### src/design/tpq_pkg.sv
// ----------------------------------------------------------------------------
// tpq_pkg
// shared types, codes and the priority compare of the two-key priority queue
// ----------------------------------------------------------------------------
package tpq_pkg;

    localparam int DEFAULT_CAPACITY = 64;
    localparam int TAG_W            = 32;
    localparam int ROLL_W           = 16;
    localparam int MARK_W           = 10;
    localparam int REC_W            = TAG_W + ROLL_W + MARK_W;

    typedef enum logic [1:0] {
        OP_LOAD   = 2'd0,
        OP_INSERT = 2'd1,
        OP_TOP    = 2'd2,
        OP_POP    = 2'd3
    } op_t;

    typedef enum logic [2:0] {
        ST_IDLE,
        ST_SCAN_RD,
        ST_SCAN_CMP,
        ST_PLACE,
        ST_FIN,
        ST_REPORT_RD,
        ST_REPORT_OUT
    } state_t;

    typedef struct packed {
        logic [1:0]        op;
        logic [TAG_W-1:0]  name_tag;
        logic [ROLL_W-1:0] roll_number;
        logic [MARK_W-1:0] mark_value;
    } req_t;

    typedef struct packed {
        logic              is_empty;
        logic              overflow;
        logic [TAG_W-1:0]  top_tag;
        logic [ROLL_W-1:0] top_roll;
        logic [MARK_W-1:0] top_mark;
    } rsp_t;

    typedef struct packed {
        logic [TAG_W-1:0]  tag;
        logic [ROLL_W-1:0] roll;
        logic [MARK_W-1:0] mark;
    } rec_t;

    // true when x strictly outranks y: higher mark, then lower roll
    function automatic logic outranks(input rec_t x, input rec_t y);
        logic res;
        if (x.mark != y.mark)
        begin
            res = (x.mark > y.mark);
        end
        else
        begin
            res = (x.roll < y.roll);
        end
        return res;
    endfunction

endpackage

### src/design/tpq_ram.sv
// ----------------------------------------------------------------------------
// tpq_ram
// simple dual-port ram, one write and one registered read port
// ----------------------------------------------------------------------------
module tpq_ram #(
    parameter int WIDTH = tpq_pkg::REC_W,
    parameter int DEPTH = tpq_pkg::DEFAULT_CAPACITY
) (
    input  logic                     clk,
    input  logic                     we,
    input  logic [$clog2(DEPTH)-1:0] waddr,
    input  logic [WIDTH-1:0]         wdata,
    input  logic                     re,
    input  logic [$clog2(DEPTH)-1:0] raddr,
    output logic [WIDTH-1:0]         rdata
);

    logic [WIDTH-1:0] mem [DEPTH];

    always_ff @(posedge clk)
    begin
        if (we)
        begin
            mem[waddr] <= wdata;
        end
        if (re)
        begin
            rdata <= mem[raddr];
        end
    end

endmodule

### src/design/two_key_max_priority_queue_top.sv
// ----------------------------------------------------------------------------
// two_key_max_priority_queue_top
// bounded max-priority queue of records kept sorted in a circular ram
// ----------------------------------------------------------------------------
// usage:
//   a command transfer happens when start is high and busy is low; req holds
//   op, name_tag, roll_number and mark_value. load (op 0) gives no result;
//   insert, top and pop each give one result on rsp, marked by done for
//   exactly one cycle. the receiver cannot stall; done is never held.
//   records sit sorted, top first, in a ring of CAPACITY entries. pop moves
//   the head pointer and lowers the fill count. insert and load walk back from
//   the tail with one shared compare unit, moving each lower-ranked record up
//   one slot; each record passed takes a read and a compare state, as the
//   compare waits on the registered ram read. insert and load then go to place
//   if all held records were passed, then to finish; a full queue goes straight to
//   finish. load goes back to idle from finish; insert, top and pop end
//   with the report read and report output states.
//   busy falls in the cycle done is high, so the next transfer can be taken
//   while the result is on rsp.
//   reset empties the queue at once (fill count and head cleared); ram
//   contents are not cleared and are never shown unless written.
// ----------------------------------------------------------------------------
module two_key_max_priority_queue_top #(
    parameter int CAPACITY = tpq_pkg::DEFAULT_CAPACITY
) (
    input  logic          clk,
    input  logic          rst_n,
    input  logic          start,
    output logic          busy,
    input  tpq_pkg::req_t req,
    output logic          done,
    output tpq_pkg::rsp_t rsp
);

    localparam int ADDR_W  = $clog2(CAPACITY);
    localparam int COUNT_W = $clog2(CAPACITY + 1);
    localparam int SUM_W   = COUNT_W + 1;

    tpq_pkg::state_t     state_reg, state_next;
    tpq_pkg::op_t        op_reg, op_next;
    tpq_pkg::rec_t       rec_reg, rec_next;
    logic [ADDR_W-1:0]   head_reg, head_next;
    logic [COUNT_W-1:0]  count_reg, count_next;
    logic [ADDR_W-1:0]   idx_reg, idx_next;
    logic [COUNT_W-1:0]  left_reg, left_next;
    logic                ovf_reg, ovf_next;
    tpq_pkg::rsp_t       rsp_reg, rsp_next;
    logic                done_reg, done_next;

    logic                  ram_we;
    logic [ADDR_W-1:0]     ram_waddr;
    logic [tpq_pkg::REC_W-1:0] ram_wdata;
    logic                  ram_re;
    logic [ADDR_W-1:0]     ram_raddr;
    logic [tpq_pkg::REC_W-1:0] ram_rdata;
    tpq_pkg::rec_t         rd_rec;

    logic [ADDR_W-1:0]   idx_up;
    logic [ADDR_W-1:0]   idx_dn;
    logic [ADDR_W-1:0]   head_up;
    logic [SUM_W-1:0]    tail_sum;
    logic [ADDR_W-1:0]   tail_idx;
    logic                is_full;

    tpq_ram #(
        .WIDTH (tpq_pkg::REC_W),
        .DEPTH (CAPACITY)
    ) u_ram (
        .clk   (clk),
        .we    (ram_we),
        .waddr (ram_waddr),
        .wdata (ram_wdata),
        .re    (ram_re),
        .raddr (ram_raddr),
        .rdata (ram_rdata)
    );

    assign rd_rec  = tpq_pkg::rec_t'(ram_rdata);
    assign idx_up  = (idx_reg == ADDR_W'(CAPACITY - 1)) ? '0 : idx_reg + ADDR_W'(1);
    assign idx_dn  = (idx_reg == '0) ? ADDR_W'(CAPACITY - 1) : idx_reg - ADDR_W'(1);
    assign head_up = (head_reg == ADDR_W'(CAPACITY - 1)) ? '0 : head_reg + ADDR_W'(1);
    assign is_full = (count_reg == COUNT_W'(CAPACITY));

    // address of the last record in the ring
    always_comb
    begin
        tail_sum = SUM_W'(head_reg) + SUM_W'(count_reg) - SUM_W'(1);
        if (tail_sum >= SUM_W'(CAPACITY))
        begin
            tail_sum = tail_sum - SUM_W'(CAPACITY);
        end
        tail_idx = tail_sum[ADDR_W-1:0];
    end

    always_ff @(posedge clk or negedge rst_n)
    begin
        if (!rst_n)
        begin
            state_reg <= tpq_pkg::ST_IDLE;
            head_reg  <= '0;
            count_reg <= '0;
            done_reg  <= 1'b0;
        end
        else
        begin
            state_reg <= state_next;
            head_reg  <= head_next;
            count_reg <= count_next;
            done_reg  <= done_next;
        end
    end

    always_ff @(posedge clk)
    begin
        op_reg   <= op_next;
        rec_reg  <= rec_next;
        idx_reg  <= idx_next;
        left_reg <= left_next;
        ovf_reg  <= ovf_next;
        rsp_reg  <= rsp_next;
    end

    always_comb
    begin
        state_next = state_reg;
        op_next    = op_reg;
        rec_next   = rec_reg;
        head_next  = head_reg;
        count_next = count_reg;
        idx_next   = idx_reg;
        left_next  = left_reg;
        ovf_next   = ovf_reg;
        rsp_next   = rsp_reg;
        done_next  = 1'b0;
        ram_we     = 1'b0;
        ram_waddr  = idx_up;
        ram_wdata  = rec_reg;
        ram_re     = 1'b0;
        ram_raddr  = idx_reg;

        case (state_reg)
            tpq_pkg::ST_IDLE:
            begin
                if (start)
                begin
                    op_next       = tpq_pkg::op_t'(req.op);
                    rec_next.tag  = req.name_tag;
                    rec_next.roll = req.roll_number;
                    rec_next.mark = req.mark_value;
                    ovf_next      = 1'b0;
                    case (tpq_pkg::op_t'(req.op))
                        tpq_pkg::OP_LOAD, tpq_pkg::OP_INSERT:
                        begin
                            if (is_full)
                            begin
                                // dropped; only an insert flags it
                                ovf_next   = (tpq_pkg::op_t'(req.op) == tpq_pkg::OP_INSERT);
                                state_next = tpq_pkg::ST_FIN;
                            end
                            else if (count_reg == '0)
                            begin
                                idx_next   = head_reg;
                                state_next = tpq_pkg::ST_PLACE;
                            end
                            else
                            begin
                                idx_next   = tail_idx;
                                left_next  = count_reg;
                                state_next = tpq_pkg::ST_SCAN_RD;
                            end
                        end
                        tpq_pkg::OP_POP:
                        begin
                            if (count_reg != '0)
                            begin
                                head_next  = head_up;
                                count_next = count_reg - COUNT_W'(1);
                            end
                            state_next = tpq_pkg::ST_REPORT_RD;
                        end
                        default:
                        begin
                            state_next = tpq_pkg::ST_REPORT_RD;
                        end
                    endcase
                end
            end

            tpq_pkg::ST_SCAN_RD:
            begin
                ram_re     = 1'b1;
                ram_raddr  = idx_reg;
                state_next = tpq_pkg::ST_SCAN_CMP;
            end

            tpq_pkg::ST_SCAN_CMP:
            begin
                ram_we    = 1'b1;
                ram_waddr = idx_up;
                if (tpq_pkg::outranks(rec_reg, rd_rec))
                begin
                    // move the lower-ranked record up one slot
                    ram_wdata = rd_rec;
                    left_next = left_reg - COUNT_W'(1);
                    if (left_reg == COUNT_W'(1))
                    begin
                        state_next = tpq_pkg::ST_PLACE;
                    end
                    else
                    begin
                        idx_next   = idx_dn;
                        state_next = tpq_pkg::ST_SCAN_RD;
                    end
                end
                else
                begin
                    ram_wdata  = rec_reg;
                    count_next = count_reg + COUNT_W'(1);
                    state_next = tpq_pkg::ST_FIN;
                end
            end

            tpq_pkg::ST_PLACE:
            begin
                // new record lands at the head slot
                ram_we     = 1'b1;
                ram_waddr  = idx_reg;
                ram_wdata  = rec_reg;
                count_next = count_reg + COUNT_W'(1);
                state_next = tpq_pkg::ST_FIN;
            end

            tpq_pkg::ST_FIN:
            begin
                if (op_reg == tpq_pkg::OP_LOAD)
                begin
                    state_next = tpq_pkg::ST_IDLE;
                end
                else
                begin
                    state_next = tpq_pkg::ST_REPORT_RD;
                end
            end

            tpq_pkg::ST_REPORT_RD:
            begin
                ram_re     = 1'b1;
                ram_raddr  = head_reg;
                state_next = tpq_pkg::ST_REPORT_OUT;
            end

            tpq_pkg::ST_REPORT_OUT:
            begin
                rsp_next.overflow = ovf_reg;
                if (count_reg == '0)
                begin
                    rsp_next.is_empty = 1'b1;
                    rsp_next.top_tag  = '0;
                    rsp_next.top_roll = '0;
                    rsp_next.top_mark = '0;
                end
                else
                begin
                    rsp_next.is_empty = 1'b0;
                    rsp_next.top_tag  = rd_rec.tag;
                    rsp_next.top_roll = rd_rec.roll;
                    rsp_next.top_mark = rd_rec.mark;
                end
                done_next  = 1'b1;
                state_next = tpq_pkg::ST_IDLE;
            end

            default:
            begin
                state_next = tpq_pkg::ST_IDLE;
            end
        endcase
    end

    assign busy = (state_reg != tpq_pkg::ST_IDLE);
    assign done = done_reg;
    assign rsp  = rsp_reg;

    a_count_bound: assert property (@(posedge clk) disable iff (!rst_n)
        count_reg <= COUNT_W'(CAPACITY))
        else $error("fill count above capacity");

    a_done_idle: assert property (@(posedge clk) disable iff (!rst_n)
        done |-> !busy)
        else $error("result driven while still working");

    a_start_busy: assert property (@(posedge clk) disable iff (!rst_n)
        (start && !busy) |=> busy)
        else $error("command transfer did not start work");

    a_empty_flag: assert property (@(posedge clk) disable iff (!rst_n)
        done |-> (rsp.is_empty == (count_reg == '0)))
        else $error("empty flag disagrees with fill count");

    a_ovf_full: assert property (@(posedge clk) disable iff (!rst_n)
        (done && rsp.overflow) |-> (!rsp.is_empty && is_full))
        else $error("overflow reported on a queue that is not full");

endmodule

### config.mk
export PLATFORM = sky130hd
export DESIGN_NAME = two_key_max_priority_queue_top
export DESIGN_NICKNAME = d
export VERILOG_FILES = /design/src/design/tpq_pkg.sv /design/src/design/tpq_ram.sv /design/src/design/two_key_max_priority_queue_top.sv
export SDC_FILE = /design/constraint.sdc
export NUM_CORES = 2
export LEC_CHECK = 0
export ABC_AREA = 0
export BUFFER_PORTS_ARGS = -buffer_cell sky130_fd_sc_hd__buf_2
export CAP_MARGIN = 15
export CORE_MARGIN = 10
export CORE_UTILIZATION = 47
export DETAILED_ROUTE_END_ITERATION = 8
export SLEW_MARGIN = 20
export SYNTH_ARGS = -nofsm -noshare
export SYNTH_HDL_FRONTEND = slang
export SYNTH_HIERARCHICAL = 1
export SYNTH_SLANG_ARGS = --single-unit
export TNS_END_PERCENT = 20
### constraint.sdc
create_clock -name clk -period 6.25 [get_ports clk]
set_input_delay 0.9375 -clock clk [delete_from_list [all_inputs] [get_ports clk]]
set_output_delay 0.9375 -clock clk [all_outputs]
set_load 0.01 [all_outputs]
==> out/metrics.cfg <==
[sta]
hold_ws_ps=130
final_hold_viol_count=0
worst-slew-pin-transition_ps=1190
grt_setup_unrepaired=false
finalWorstSetupSlack_ps=1350
tns_ps=0
period_share_pct=78.4
relSlewSlack_pct=20.9
min_period_ps=4900
fmax_ghz=0.204
drv_slew=0
fin_skew_ps=87.6
setup_viol=0

[global_routing]
grt_overflow_total=0
grt_use_total_pct=23.7
antenna_found_initial=15
grt_max_degree=108
grt_pass1_vias=74200
grt_pass1_wl_mm=578

[setup_path]
timing.rr.start=state_reg[0]
r2r_end=u_ram/rdata[1]
criticalPathCategory=flop to flop
start_kind=flop
cp_data_arrival_time_ps=5570
cp_data_required_time_ps=6920
r2r_slack_ps=1350
endpoint_kind=flop
path_max_fanout=77
worst-r2r-cell-count=10

[clock_tree]
cts_buffers=396
root_buffer=clkbuf_16
cts_tree=built
clock_latency_ps=980
htree_levels=5
clk_pin_slew_ps=70
clockBufferDepth=4
clkSinkCount=3921
cts_resized=0

[logic_synthesis]
synth.distinct_cells=63
synth_top_cell_by_area=edfxtp_1
synth_edf_count=3904
synth_area_leaders=edfxtp_1 78%, mux4_2 13%, o22ai_1 0.91%, mux2i_1 0.89%, mux2_4 0.57%
synth_top_cell_area_share_pct=78.3
synth_warnings=6
synthCells=6607
avgSynthCellArea_sq_um=22.7
yosysSeqAreaShare_pct=78.6
synthesis.nets=6717
synth_seq_cells=3921
synth-main-ff-cell=edfxtp_1
synth-async-reset-ratio_pct=0.434
syn-cell-area_sq_mm=0.150

[drt]
wl_per_cell_microns=35.6
vias=74000
antenna_left=0
drtIter0Drc=8986
drt-total-wl_mm=410
drc=0
viasPerCell=6.41
firstDrtPassIters=5

[power_and_ir_drop]
peakVddDrop_uv=400
powerDensity_mw_per_mm2=462
leakage_nw=53.3
totalPowerFinal_mw=78.6

[die]
die_x_microns=584
die-height_microns=584
dieArea_sq_mm=0.342
core_sq_mm=0.318
num_rows=207
initial_core_util_pct=47.2
pin_count=125

[cells_and_area]
largest_reg_flops=3712
final_nets=7138
utilization_pct=53.6
instances_no_fill=11500
drive_gt1_share_pct=27.7
fin_area_sq_mm=0.170
area_growth_pct=13.6

[hold_path]
hold_class=input pin to flop
hold_path_depth=1
worstHoldStart=req[33]
whs_endpoint=rec_reg[33]

[place]
placement.cell_area_sq_mm=0.157
dp_hpwl_mm=228
portBuffers=124
post-place-ws_ps=1380
place_inst=10800
gp_congestion=0.803

[outcome]
outcome=completed

[run]
drv_cap=0

[metal layers]
layer	GRT usage [%]	share of wire, %
met4	7.08	3.3
met3	3.66	8.8
met1	34.2	40
met5	0	0.031
met2	37.8	48
[timing repair]
action | 4_1_cts | 5_1_grt
hold endpoints to repair | 17 | 0
setup buffers | 0 | 0
hold buffers | 1 | 0
[worst max-delay path, cell delays in order (launching register included)]
cell,delay [ps]
dfrtp_1,500
inv_1,200
nor2_4,120
nand2_1,410
o21ai_4,920
buf_12,460
buf_12,320
mux4_2,370
a22oi_1,570
nand3_1,260
and3_1,250
[cell usage in the layout (no fill, tap or decap), drive strengths merged, types with 17 or more instances in the layout]
| cell | count |
|---|---|
| clkinv | 190 |
| and3 | 17 |
| nand2b | 18 |
| nor3 | 17 |
| inv | 64 |
| nor4 | 49 |
| a22o | 19 |
| mux2 | 104 |
| a221oi | 39 |
| mux2i | 133 |
| clkbuf | 482 |
| nand3 | 19 |
| a22oi | 39 |
| o221ai | 80 |
| nor2 | 143 |
| mux4 | 890 |
| nor2b | 63 |
| o21ai | 54 |
| nand2 | 66 |
| a21oi | 98 |
| bufinv | 35 |
| o22a | 38 |
| dfrtp | 17 |
| buf | 385 |
| o22ai | 217 |
| edfxtp | 3904 |
| ha | 45 |
[power by group]
group / internal, mW / total (mW) / switching, mW / leakage [nW]
clock: 13.2 / 23.3 / 10.0 / 6.21
sequential: 31.7 / 32.6 / 0.813 / 35.3
combinational: 9.07 / 22.7 / 13.7 / 11.8
[worst max path at each step]
stage,end,startpoint,cells after the start
floorplan,u_ram/mem[49][0],idx_reg[2],10
global placement,u_ram/rdata[50],state_reg[0],10
detailed placement,u_ram/rdata[36],state_reg[0],11
CTS,u_ram/rdata[1],state_reg[0],10
global route,u_ram/rdata[36],state_reg[0],11
finish,u_ram/rdata[1],state_reg[0],10
[cells in the mapped netlist, drive strengths merged (38+ instances only)]
library cell  number
a221oi            39
a22oi             39
o221ai            80
o21ai             54
a21oi             98
clkbuf           152
ha                45
mux4             890
o22a              38
inv               56
nand2             66
nor4              49
nor2b             63
nor2             143
buf              211
edfxtp          3904
mux2i            133
o22ai            217
mux2             104
[logic make-up after synthesis]
logic type | share of synthesized area, %
buf+inv | 1.33
fa+ha+maj | 0.403
compound gates | 2.94
mux | 15.2
simple gates | 1.45
xor+xnor | 0.117
flops | 78.6
[layout make-up]
class / count / area (sq um)
diodes: 3 / 7.51
clock buffers: 482 / 10300
clock inverters: 241 / 2480
fillers: 24100 / 147000
inverters: 56 / 211
multi-input cells: 2267 / 30800
flip-flops and latches: 3921 / 118000
well taps: 4180 / 5230
repair buffers: 386 / 3490
No activity file was read; power rests on OpenSTA's default activity.
